==> config.mk <==
export PLATFORM = sky130hd
export DESIGN_NAME = biped_gait_phase_scheduler_unit
export DESIGN_NICKNAME = d
export VERILOG_FILES = /design/src/rtl/bgps_pkg.sv /design/src/rtl/biped_gait_phase_scheduler_unit.sv /design/src/rtl/bgps_step.sv
export SDC_FILE = /design/constraint.sdc
export NUM_CORES = 1
export LEC_CHECK = 0
export BUFFER_PORTS_ARGS = -buffer_cell sky130_fd_sc_hd__buf_4
export CAP_MARGIN = 20
export CELL_PAD_IN_SITES_DETAIL_PLACEMENT = 0
export CELL_PAD_IN_SITES_GLOBAL_PLACEMENT = 1
export CORE_ASPECT_RATIO = 0.5
export CORE_MARGIN = 3
export CORE_UTILIZATION = 46
export CTS_CLUSTER_SIZE = 12
export DETAILED_ROUTE_END_ITERATION = 6
export PLACE_DENSITY_LB_ADDON = 0.1
export SYNTH_ARGS = -nofsm -noshare
export SYNTH_HDL_FRONTEND = slang
export SYNTH_SLANG_ARGS = --single-unit
==> constraint.sdc <==
create_clock -name aclk -period 17.2 [get_ports aclk]
set_input_delay 3.44 -clock aclk [delete_from_list [all_inputs] [get_ports aclk]]
set_output_delay 3.44 -clock aclk [all_outputs]
set_load 0.005 [all_outputs]
==> src/rtl/bgps_pkg.sv <==
package bgps_pkg;

    localparam int PHASE_BITS = 16;
    localparam int COUNT_BITS = 16;
    localparam int PHASE_W    = PHASE_BITS + 1;

    localparam logic [PHASE_W-1:0]    PHASE_ONE = PHASE_W'(1) << PHASE_BITS;
    localparam logic [COUNT_BITS-1:0] STEP_MAX  = '1;
    localparam logic [15:0]           TIMER_MAX = 16'hFFFF;

    // contact levels in 0.1 N
    localparam logic signed [15:0] AIRBORNE_FORCE  = 16'sd10;
    localparam logic signed [15:0] W2S_TOUCH_FORCE = 16'sd2000;

    localparam int CFG_ADDR_W = 3;
    localparam int CFG_DATA_W = 17;

    typedef enum logic [1:0] {
        LEG_LEFT   = 2'd0,
        LEG_RIGHT  = 2'd1,
        LEG_DOUBLE = 2'd2
    } leg_t;

    typedef enum logic [1:0] {
        MOT_STAND = 2'd0,
        MOT_WALK  = 2'd1,
        MOT_W2S   = 2'd2
    } motion_t;

    typedef enum logic [CFG_ADDR_W-1:0] {
        REG_PHASE_INC      = 3'd0,
        REG_TD_THRESHOLD   = 3'd1,
        REG_MIN_TD_PHASE   = 3'd2,
        REG_TRANSFER_TICKS = 3'd3,
        REG_INIT_TICKS     = 3'd4,
        REG_MIN_XFER_FORCE = 3'd5,
        REG_OPTIONS        = 3'd6
    } cfg_reg_t;

    localparam int OPT_DST  = 0;
    localparam int OPT_INIT = 1;
    localparam int OPT_MEAS = 2;

    typedef struct packed {
        logic [15:0]        phase_increment;
        logic [14:0]        touchdown_force_threshold;
        logic [PHASE_W-1:0] min_touchdown_phase;
        logic [15:0]        transfer_ticks;
        logic [15:0]        initial_transfer_ticks;
        logic [14:0]        min_transfer_force;
        logic [2:0]         option_flags;
    } cfg_t;

    localparam cfg_t CFG_RESET = '{
        phase_increment:           16'd164,
        touchdown_force_threshold: 15'd1000,
        min_touchdown_phase:       PHASE_W'(39322),
        transfer_ticks:            16'd100,
        initial_transfer_ticks:    16'd200,
        min_transfer_force:        15'd500,
        option_flags:              3'd0
    };

    typedef struct packed {
        leg_t                  support;
        leg_t                  pending;
        logic [PHASE_W-1:0]    phase_acc;
        logic [15:0]           transfer_elapsed;
        logic [COUNT_BITS-1:0] step_count;
        motion_t               motion;
        logic                  walk_latched;
        logic                  started;
        logic                  next_step_allowed;
        logic                  touched;
        logic                  first_transfer_done;
        logic                  swing_airborne;
    } gait_state_t;

    localparam gait_state_t STATE_RESET = '{
        support:             LEG_DOUBLE,
        pending:             LEG_LEFT,
        phase_acc:           '0,
        transfer_elapsed:    '0,
        step_count:          '0,
        motion:              MOT_STAND,
        walk_latched:        1'b0,
        started:             1'b0,
        next_step_allowed:   1'b0,
        touched:             1'b0,
        first_transfer_done: 1'b0,
        swing_airborne:      1'b0
    };

    typedef struct packed {
        logic signed [15:0] estimated_right_force;
        logic signed [15:0] estimated_left_force;
        logic signed [15:0] measured_right_force;
        logic signed [15:0] measured_left_force;
        logic               start_request;
        logic [1:0]         motion_command;
    } tick_in_t;

    typedef struct packed {
        logic        support_switched;
        logic [1:0]  motion_state_out;
        logic [15:0] step_total;
        logic [16:0] swing_phase;
        logic [1:0]  next_support_leg;
        logic [1:0]  support_leg;
    } tick_out_t;

    localparam int IN_TDATA_W  = 72;
    localparam int OUT_TDATA_W = 40;

endpackage

==> src/rtl/biped_gait_phase_scheduler_unit.sv <==
// Biped gait phase scheduler: one control tick per beat.
// Slave channel s_*: one beat carries the motion command, the start request and
// the measured and estimated vertical foot forces of a tick. Master channel m_*:
// one beat per input beat with support leg, next support leg, swing phase (Q1.16,
// clamped at one), step count, motion state and a support-switch flag.
// Configuration: cfg_wr_en/cfg_index/cfg_wdata write one register per cycle;
// write only while no tick is in flight.
// From input beat to result beat a tick passes through the input register, then
// through the gait update into the result register. Throughput is one tick per
// cycle while results are taken; the gait state update is combinational, so ticks
// can follow each other back to back.
// Reset (aresetn low, synchronous) loads default register values, puts the gait in
// double support and standing, and empties both the input and result registers.
// When m_tready is low the result holds; the input register still accepts one more
// beat, after which s_tready drops until the result is taken.
module biped_gait_phase_scheduler_unit (
    input  logic                             aclk,
    input  logic                             aresetn,
    input  logic                             s_tvalid,
    output logic                             s_tready,
    // motion_command[1:0], start_request[2], measured_left_force[18:3],
    // measured_right_force[34:19], estimated_left_force[50:35],
    // estimated_right_force[66:51], zero pad[71:67]
    input  logic [bgps_pkg::IN_TDATA_W-1:0]  s_tdata,
    output logic                             m_tvalid,
    input  logic                             m_tready,
    // support_leg[1:0], next_support_leg[3:2], swing_phase[20:4],
    // step_total[36:21], motion_state_out[38:37], support_switched[39]
    output logic [bgps_pkg::OUT_TDATA_W-1:0] m_tdata,
    input  logic                             cfg_wr_en,
    input  logic [bgps_pkg::CFG_ADDR_W-1:0]  cfg_index,
    input  logic [bgps_pkg::CFG_DATA_W-1:0]  cfg_wdata
);

    bgps_pkg::cfg_t        cfg_reg;
    bgps_pkg::gait_state_t st_reg;
    bgps_pkg::gait_state_t st_next;
    bgps_pkg::tick_in_t    in_reg;
    bgps_pkg::tick_out_t   out_reg;
    bgps_pkg::tick_out_t   out_next;
    logic                  in_valid_reg;
    logic                  m_valid_reg;
    logic                  advance;

    assign advance  = in_valid_reg && (!m_valid_reg || m_tready);
    assign s_tready = !in_valid_reg || advance;
    assign m_tvalid = m_valid_reg;
    assign m_tdata  = out_reg;

    always_ff @(posedge aclk) begin
        if (!aresetn) begin
            cfg_reg <= bgps_pkg::CFG_RESET;
        end else if (cfg_wr_en) begin
            unique case (cfg_index)
                bgps_pkg::REG_PHASE_INC:      cfg_reg.phase_increment <= cfg_wdata[15:0];
                bgps_pkg::REG_TD_THRESHOLD:   cfg_reg.touchdown_force_threshold <= cfg_wdata[14:0];
                bgps_pkg::REG_MIN_TD_PHASE:   cfg_reg.min_touchdown_phase <=
                                                  bgps_pkg::PHASE_W'(cfg_wdata);
                bgps_pkg::REG_TRANSFER_TICKS: cfg_reg.transfer_ticks <= cfg_wdata[15:0];
                bgps_pkg::REG_INIT_TICKS:     cfg_reg.initial_transfer_ticks <= cfg_wdata[15:0];
                bgps_pkg::REG_MIN_XFER_FORCE: cfg_reg.min_transfer_force <= cfg_wdata[14:0];
                bgps_pkg::REG_OPTIONS:        cfg_reg.option_flags <= cfg_wdata[2:0];
                default: ;
            endcase
        end
    end

    // input register
    always_ff @(posedge aclk) begin
        if (!aresetn) begin
            in_valid_reg <= 1'b0;
        end else if (s_tready) begin
            in_valid_reg <= s_tvalid;
        end
    end

    always_ff @(posedge aclk) begin
        if (s_tvalid && s_tready) begin
            in_reg <= bgps_pkg::tick_in_t'(s_tdata[$bits(bgps_pkg::tick_in_t)-1:0]);
        end
    end

    bgps_step u_step (
        .cfg_i  (cfg_reg),
        .st_i   (st_reg),
        .tick_i (in_reg),
        .st_o   (st_next),
        .res_o  (out_next)
    );

    // gait state and result register advance together
    always_ff @(posedge aclk) begin
        if (!aresetn) begin
            st_reg      <= bgps_pkg::STATE_RESET;
            m_valid_reg <= 1'b0;
        end else begin
            if (advance) begin
                st_reg <= st_next;
            end
            if (advance) begin
                m_valid_reg <= 1'b1;
            end else if (m_tready) begin
                m_valid_reg <= 1'b0;
            end
        end
    end

    always_ff @(posedge aclk) begin
        if (advance) begin
            out_reg <= out_next;
        end
    end

`ifndef SYNTHESIS
    a_phase_clamped: assert property (@(posedge aclk) disable iff (!aresetn)
        st_reg.phase_acc <= bgps_pkg::PHASE_ONE)
        else $error("swing phase above one");

    a_pending_single: assert property (@(posedge aclk) disable iff (!aresetn)
        st_reg.pending != bgps_pkg::LEG_DOUBLE)
        else $error("pending leg is double support");

    a_result_follows: assert property (@(posedge aclk) disable iff (!aresetn)
        advance |=> m_valid_reg)
        else $error("processed tick produced no result");

    a_item_kept: assert property (@(posedge aclk) disable iff (!aresetn)
        in_valid_reg && !advance |=> in_valid_reg && $stable(in_reg))
        else $error("waiting tick lost or changed");

    a_state_held: assert property (@(posedge aclk) disable iff (!aresetn)
        !advance |=> $stable(st_reg))
        else $error("gait state changed without a tick");
`endif

endmodule

==> src/rtl/bgps_step.sv <==
module bgps_step (
    input  bgps_pkg::cfg_t        cfg_i,
    input  bgps_pkg::gait_state_t st_i,
    input  bgps_pkg::tick_in_t    tick_i,
    output bgps_pkg::gait_state_t st_o,
    output bgps_pkg::tick_out_t   res_o
);

    logic opt_dst;
    logic opt_init;
    logic opt_meas;
    logic signed [15:0] pend_force;
    logic signed [15:0] right_force;
    logic signed [15:0] left_force;
    logic signed [15:0] swing_force;
    logic [15:0] dur;
    logic [15:0] dphi;
    logic contact_ok;
    logic switched;
    bgps_pkg::leg_t next_leg;
    bgps_pkg::gait_state_t s;

    assign opt_dst  = cfg_i.option_flags[bgps_pkg::OPT_DST];
    assign opt_init = cfg_i.option_flags[bgps_pkg::OPT_INIT];
    assign opt_meas = cfg_i.option_flags[bgps_pkg::OPT_MEAS];

    assign right_force = opt_meas ? tick_i.measured_right_force : tick_i.estimated_right_force;
    assign left_force  = opt_meas ? tick_i.measured_left_force  : tick_i.estimated_left_force;

    always_comb begin
        s        = st_i;
        switched = 1'b0;
        dphi     = '0;
        dur      = '0;
        pend_force  = '0;
        swing_force = '0;
        contact_ok  = 1'b0;

        if (tick_i.start_request) begin
            s.walk_latched = 1'b1;
        end

        // enter first support from the previous motion state
        if (st_i.motion != bgps_pkg::MOT_STAND && st_i.step_count == '0 &&
            (!opt_init || st_i.first_transfer_done)) begin
            s.support = bgps_pkg::LEG_LEFT;
        end
        s.motion = (tick_i.motion_command == 2'd3) ? bgps_pkg::MOT_STAND
                                                   : bgps_pkg::motion_t'(tick_i.motion_command);

        if (s.motion == bgps_pkg::MOT_W2S) begin
            s.next_step_allowed = 1'b0;
            s.walk_latched      = 1'b0;
            if (s.touched) begin
                s.motion = bgps_pkg::MOT_STAND;
            end
        end

        unique case (s.motion)
            bgps_pkg::MOT_STAND: begin
                s.phase_acc         = '0;
                s.started           = 1'b0;
                s.next_step_allowed = 1'b0;
                s.step_count        = '0;
                if (opt_init) begin
                    s.first_transfer_done = 1'b0;
                    s.transfer_elapsed    = '0;
                    s.pending             = bgps_pkg::LEG_LEFT;
                    s.support             = bgps_pkg::LEG_DOUBLE;
                end
            end
            bgps_pkg::MOT_WALK: begin
                s.next_step_allowed = 1'b1;
                dphi = (opt_dst && s.support == bgps_pkg::LEG_DOUBLE) ? '0
                                                                      : cfg_i.phase_increment;
            end
            default: begin
                dphi = cfg_i.phase_increment;
            end
        endcase
        // phase is at most one here, so the sum fits without carry out
        s.phase_acc = s.phase_acc + bgps_pkg::PHASE_W'(dphi);
        if (s.next_step_allowed) begin
            s.touched = 1'b0;
        end

        if (!s.started && s.walk_latched) begin
            s.started = 1'b1;
            if (opt_init) begin
                s.pending             = bgps_pkg::LEG_LEFT;
                s.support             = bgps_pkg::LEG_DOUBLE;
                s.first_transfer_done = 1'b0;
                s.transfer_elapsed    = '0;
            end else begin
                s.support = bgps_pkg::LEG_LEFT;
            end
            switched = 1'b1;
        end

        // double-support transfer timer
        if (opt_dst && s.motion == bgps_pkg::MOT_WALK && s.started &&
            s.support == bgps_pkg::LEG_DOUBLE) begin
            pend_force = (s.pending == bgps_pkg::LEG_LEFT) ?
                         tick_i.measured_left_force : tick_i.measured_right_force;
            if (!opt_meas || pend_force >= $signed({1'b0, cfg_i.min_transfer_force})) begin
                if (s.transfer_elapsed != bgps_pkg::TIMER_MAX) begin
                    s.transfer_elapsed = s.transfer_elapsed + 16'd1;
                end
            end
            dur = (!s.first_transfer_done && cfg_i.initial_transfer_ticks != '0) ?
                  cfg_i.initial_transfer_ticks : cfg_i.transfer_ticks;
            if (s.transfer_elapsed >= dur) begin
                s.support = s.pending;
                if (opt_init) begin
                    s.first_transfer_done = 1'b1;
                end
                s.transfer_elapsed = '0;
                s.phase_acc        = '0;
                switched           = 1'b1;
            end
        end

        // swing foot touchdown
        swing_force = (s.support == bgps_pkg::LEG_LEFT) ? right_force : left_force;
        if (opt_meas && swing_force < bgps_pkg::AIRBORNE_FORCE) begin
            s.swing_airborne = 1'b1;
        end
        contact_ok = !opt_meas || s.swing_airborne;
        if (s.support == bgps_pkg::LEG_LEFT && contact_ok &&
            right_force >= $signed({1'b0, cfg_i.touchdown_force_threshold}) &&
            s.phase_acc >= cfg_i.min_touchdown_phase) begin
            if (s.next_step_allowed) begin
                s.pending        = bgps_pkg::LEG_RIGHT;
                s.support        = opt_dst ? bgps_pkg::LEG_DOUBLE : bgps_pkg::LEG_RIGHT;
                switched         = 1'b1;
                s.phase_acc      = '0;
                s.swing_airborne = 1'b0;
                if (s.step_count != bgps_pkg::STEP_MAX) begin
                    s.step_count = s.step_count + 1'b1;
                end
            end
        end else if (s.support == bgps_pkg::LEG_RIGHT && contact_ok &&
                     left_force >= $signed({1'b0, cfg_i.touchdown_force_threshold}) &&
                     s.phase_acc >= cfg_i.min_touchdown_phase) begin
            if (s.next_step_allowed) begin
                s.pending        = bgps_pkg::LEG_LEFT;
                s.support        = opt_dst ? bgps_pkg::LEG_DOUBLE : bgps_pkg::LEG_LEFT;
                switched         = 1'b1;
                s.phase_acc      = '0;
                s.swing_airborne = 1'b0;
                if (s.step_count != bgps_pkg::STEP_MAX) begin
                    s.step_count = s.step_count + 1'b1;
                end
            end
        end

        // walk-to-stand touchdown on estimated force
        if (!s.next_step_allowed) begin
            if (s.support == bgps_pkg::LEG_LEFT &&
                tick_i.estimated_right_force >= bgps_pkg::W2S_TOUCH_FORCE) begin
                s.touched = 1'b1;
                if (s.step_count != bgps_pkg::STEP_MAX) begin
                    s.step_count = s.step_count + 1'b1;
                end
                s.support = bgps_pkg::LEG_DOUBLE;
            end
            if (s.support == bgps_pkg::LEG_RIGHT &&
                tick_i.estimated_left_force >= bgps_pkg::W2S_TOUCH_FORCE) begin
                s.touched = 1'b1;
                if (s.step_count != bgps_pkg::STEP_MAX) begin
                    s.step_count = s.step_count + 1'b1;
                end
                s.support = bgps_pkg::LEG_DOUBLE;
            end
        end

        if (s.phase_acc >= bgps_pkg::PHASE_ONE) begin
            s.phase_acc = bgps_pkg::PHASE_ONE;
        end
    end

    always_comb begin
        unique case (s.support)
            bgps_pkg::LEG_LEFT:
                next_leg = (s.motion == bgps_pkg::MOT_W2S) ? bgps_pkg::LEG_DOUBLE
                                                           : bgps_pkg::LEG_RIGHT;
            bgps_pkg::LEG_RIGHT:
                next_leg = (s.motion == bgps_pkg::MOT_W2S) ? bgps_pkg::LEG_DOUBLE
                                                           : bgps_pkg::LEG_LEFT;
            default:
                next_leg = s.pending;
        endcase
    end

    assign st_o = s;

    assign res_o.support_leg      = s.support;
    assign res_o.next_support_leg = next_leg;
    assign res_o.swing_phase      = 17'(s.phase_acc);
    assign res_o.step_total       = 16'(s.step_count);
    assign res_o.motion_state_out = s.motion;
    assign res_o.support_switched = switched;

endmodule
# Word-level counts from Yosys, hierarchy flattened
# Cells that the tools add are included.
dict set report word_totals {
  register_bits 268
  input_bits 97
  out_inout_bits 42
  elab_cells 191
}
dict set report op_classes {
  addsub 5
  magnitude_cmp 9
  n_eq_ne 19
  muxes 78
  reduce_logical 47
}
# operator count
set op_table {}
lappend op_table {{$mux W16} 22}
lappend op_table {{$mux W21} 4}
lappend op_table {{$mux W33} 2}
lappend op_table {{$add A16 B1 Y16 const B} 4}
lappend op_table {{$ge A16 B16 Y1} 4}
lappend op_table {{$ne A16 B16 Y1 const B} 4}
lappend op_table {{$mux W53} 1}
lappend op_table {{$ge A16 B12 Y1 const B} 2}
lappend op_table {{$pmux W16 S2} 1}
lappend op_table {{$mux W2} 15}
lappend op_table {{$mux W1} 27}
lappend op_table {{$logic_and A1 B1 Y1} 19}
lappend op_table {{$add A17 B16 Y17} 1}
lappend op_table {{$ge A17 B17 Y1} 1}
lappend op_table {{$ge A17 B17 Y1 const B} 1}
lappend op_table {{$mux W17} 1}
lappend op_table {{$logic_not A16 Y1} 1}
lappend op_table {{$lt A16 B5 Y1 const B} 1}
lappend op_table {{$reduce_bool A16 Y1} 1}
lappend op_table {{$reduce_and A2 Y1} 7}
lappend op_table {{$eq A2 B2 Y1 const B} 5}
lappend op_table {{$logic_not A2 Y1} 5}
lappend op_table {{$eq A3 B3 Y1 const B} 3}
lappend op_table {{$eq A2 B1 Y1 const B} 4}
lappend op_table {{10 further kinds} 22}

# Longest topological paths before layout
dict set report depth {
  depth_word 39
  depth_mapped 65
  depth_no_buf 58
}

# Modules after synthesis
# From an unflattened synthesis, not the netlist that was laid out.
dict set report unflattened {
  hier_cells 1847
  hier_area_um2 16651.0
}
# mod n_inst cells_per_inst area_per_inst_um2 seq_area_each_um2
set modules_own_cells {}
lappend modules_own_cells {biped_gait_phase_scheduler_unit 1 739 8996.1 6436.2}
lappend modules_own_cells {bgps_step 1 1108 7654.8 0.0}

# Least setup slack after synthesis
# OpenSTA, ideal clock, no wires.
dict set report synth_timing {
  path_kind {reg-to-reg}
  startpoint {reg in_reg[1] (netlist bit)}
  endpoint {reg out_reg, in the netlist m_tdata[28] (data pin)}
  setup_time_ns 0.260
  arrival_ns 12.393
  required_time_ns 16.940
  setup_slack_ns 4.547
  stages_incl_launch_ff 63
  n_path_buf 7
  period_less_slack_ns 12.653
  path_cell_list {edfxtp_1 or3b_1 inv_2 nor2_1 o21ai_1 buf_4 o21ai_2 clkbuf_1 mux2_2 ha_1 a21o_1 a21o_1 a21o_1 a21o_1 a21o_1 a21o_1 a21o_1 a21o_1 (+27 left out) buf_6 xnor2_1 ha_1 nand2_1 nor3_1 o21ai_1 or2_1 o21ai_1 xnor2_1 ha_1 and2_1 a32oi_2 nor2_2 a31oi_2 buf_6 and3_1 nor3_2 nor2_1}
}
# item line
set synth_rtl {}
lappend synth_rtl {{start: declaration} biped_gait_phase_scheduler_unit.sv:38} ;# bgps_pkg::tick_in_t in_reg;
lappend synth_rtl {{start signal: assignment} biped_gait_phase_scheduler_unit.sv:79} ;# in_reg <= bgps_pkg::tick_in_t'(s_tdata[$bits(bgps_pkg::tick_in_t)-1:0]);
lappend synth_rtl {{end signal: assignment} biped_gait_phase_scheduler_unit.sv:110} ;# out_reg <= out_next;
lappend synth_rtl {{end: declaration} biped_gait_phase_scheduler_unit.sv:39} ;# bgps_pkg::tick_out_t out_reg;

==> impl_results.md <==
* Final WL at 46.4 mm
* Sequential-to-total area share from yosys stat at 0.404
* Setup CP Type: reg2reg
* Gr ovfl total at 0
* CTS Root Cell: clkbuf_16
* Layout net count at 2095
* Slew @ Worst Pin at 0.921 ns
* Critical path required time at ~18 ns
* Syn Area/Cell at 8.86 um^2
* Fin crit share at 0.858
* Setup Skew at roughly 0.015 ns
* Type of origin of the critical path: flip-flop
* Crit path from: in_reg[0]
* Post-synthesis cell count at 1794
* Critical-path top delay cell: a31oi_2
* # resized after CTS at 0
* CP max FO at 24
* DR vias/cell at 5.70
* Max Root-Sink Buffers at 3
* Most frequent cells in the layout: nand2_1, dfxtp_1, buf_4
* Max reg flops at 98
* Sequential share of power at 0.501
* RSZ-0062 raised after global routing: no
* Sw frac at 0.255
* Initial core utilization at 0.473
* Setup TNS at 0 ns
* Share of layout cells above drive strength 1 at 0.157
* Crit path time final at 14.77 ns
* Cell mode on critical path: a21o_1
* Max cap viols at 0
* Mapped Nets at approximately 2000
* Status: finished clean
* CTS tree: done
* Via Count at approximately 14000
* Global-route usage over all layers at 0.251
* CTS buffer count at 26
* Internal at 1.04 mW
* Kind of end point of the critical path: flip-flop
* Core box area at 0.0336 mm^2
* Comb pwr share at 0.110
* Slowest stage delay, CP at 0.54 ns
* Leakage at 7.08 nW
* Clock latency on the worst-skew pair at 0.56 ns
* # clock sinks at 267
* WP data arrival at 15.21 ns
* Met1 wire length at 21.5 mm
* H-tree Lvls at 1
* Num rows at 47
* DR iter-0 viols at 1030
* Slew margin rel. at 0.382
* Post-synth EDFFs at 107
* First-pass GRT wire length at 72.7 mm
* DRC at 0
* IO Port Bufs at 133
* FF-to-FF Start: in_reg[0]
* Post-route ant nets at 0
* Chip height at approximately 140 um
* Most common cell after layout, fill and taps aside: nand2_1
* Vias in the first global route at 13088
* Cell count after placement at 2334
* HPWL after DPL at 34.6 mm
* Hold-fix buffers at CTS at 0
* Final setup viols at 0
* GP Congestion at 0.946
* Maximum vdd drop at slightly below 0.08 mV
* Reg2Reg Setup Slack at 2.43 ns
* Pwr per Cell Area at 77.2 mW/mm^2
* Routed len/inst at ~19 um
* Met3 Wirelength at roughly 2.7 mm
* Ys flop type: dfxtp_1
* Hold Startpoint: st_reg[50]
* Clock transition at path regs at around 0.070 ns
* Cell Area, Synth at 0.0159 mm^2
* Worst hold-check path type: reg2reg
* Non-filler cells, final at roughly 2400
* Pin count of the biggest net entering global routing at 76
* Routed wl met2 at 21.3 mm
* # Post-CTS Setup Buffers at 0
* Distinct cells, synth at 101
* Die X at 269 um
* Top layer in use: met4
* Clk pwr share at 0.389
* Syn-to-layout area delta at 13.9%
* DR pass1 iterations at 5
* Switching power at 356 uW
* # fillers at 3034
* Ys async rst share at 0
* Post-synthesis sequential element count at between 200 and 300
* Die ar. at between 0.03 and 0.04 mm^2
* Final max-slew violation count at 0
* Initial antenna violation count at 0
* Achievable clock frequency at 67.7 MHz
* Final Hold Viols at 0
* # IOs at between 100 and 150
* Number of synthesis warnings at 0
layer usage:
metal  GRT usage  up-vias
li1            -     6659
met4      0.0610        0
met5           0        -
met3      0.0407       70
met1       0.344     6446
met2       0.415      393
critical path, delay by kind of cell, from the launching register on:
| kind | cells | cell delay, ns |
|---|---|---|
| buffers and inverters | 6 | 1.27 |
| adders and majority gates | 5 | 1.49 |
| AOI/OAI and AO/OA | 29 | 7.40 |
| xor gates and xnor gates | 2 | 0.41 |
| and+or+nand+nor | 16 | 3.28 |
| DFF | 1 | 0.40 |
| muxes | 1 | 0.36 |
cell type report:
class | instances | area (um^2) | share of cell area
Multi-Input combinational cell | 1347 | 8770 | 0.484
Sequential cell | 267 | 6420 | 0.354
Timing Repair Buffer | 161 | 1220 | 0.0671
Clock buffer | 43 | 754 | 0.0416
Tap cell | 465 | 582 | 0.0321
Inverter | 96 | 360 | 0.0199
Clock inverter | 1 | 16.3 | 0.000898
Antenna cell | 1 | 2.50 | 0.000138
cell usage after synthesis, drive strengths merged (28+ instances only):
cell type,number,area [um^2]
nand2,308,1160
dfxtp,160,3200
a21oi,139,722
nor2,109,419
edfxtp,107,3210
ha,98,1230
inv,96,360
o21ai,74,378
clkbuf,71,267
nand3,55,275
xnor2,48,428
mux2,45,507
and2,42,263
nor3,39,231
mux2i,35,354
o211ai,31,243
nand4,28,175
power by group through the flow:
stage	Clock (mW)	Combinational, mW	Sequential [mW]
finish	0.544	0.155	0.700
global route	0.583	0.170	0.702
CTS	0.559	0.153	0.700
detailed placement	0	0.152	0.714
global placement	0	0.148	0.713
floorplan	0	0.0903	0.707
worst paths after layout:
kind | to | cells past startpoint
min | st_reg[50] | 2
max reg2reg | st_reg[14] | 59
min reg2reg | st_reg[50] | 2
max | st_reg[14] | 59
per-stage QoR:
stage	hold slack (ns)	utilization	setup slack (ns)	area [um^2]	power, mW
after detailed placement	0.435	0.516	2.60	17300	0.866
after CTS	0.450	0.539	2.53	18100	1.41
after global routing	0.470	0.539	1.38	18100	1.46
after global placement	0.427	0.516	2.82	17300	0.861
final	0.448	0.540	2.43	18100	1.40
after floorplan	0.417	-	4.55	15900	0.797
cell families (layout without fill, tap and decap cells):
logic type      after synthesis  count (layout)  share of synthesized area
compound gates              391             391                      0.165
xor+xnor                     58              58                     0.0324
fa+ha+maj                    99              99                     0.0784
buf+inv                     180             301                     0.0451
flops                       267             267                      0.404
mux                          80              80                     0.0541
other cells                   0               1                          0
simple gates                719             719                      0.221
(Power assumes the default switching activity.)
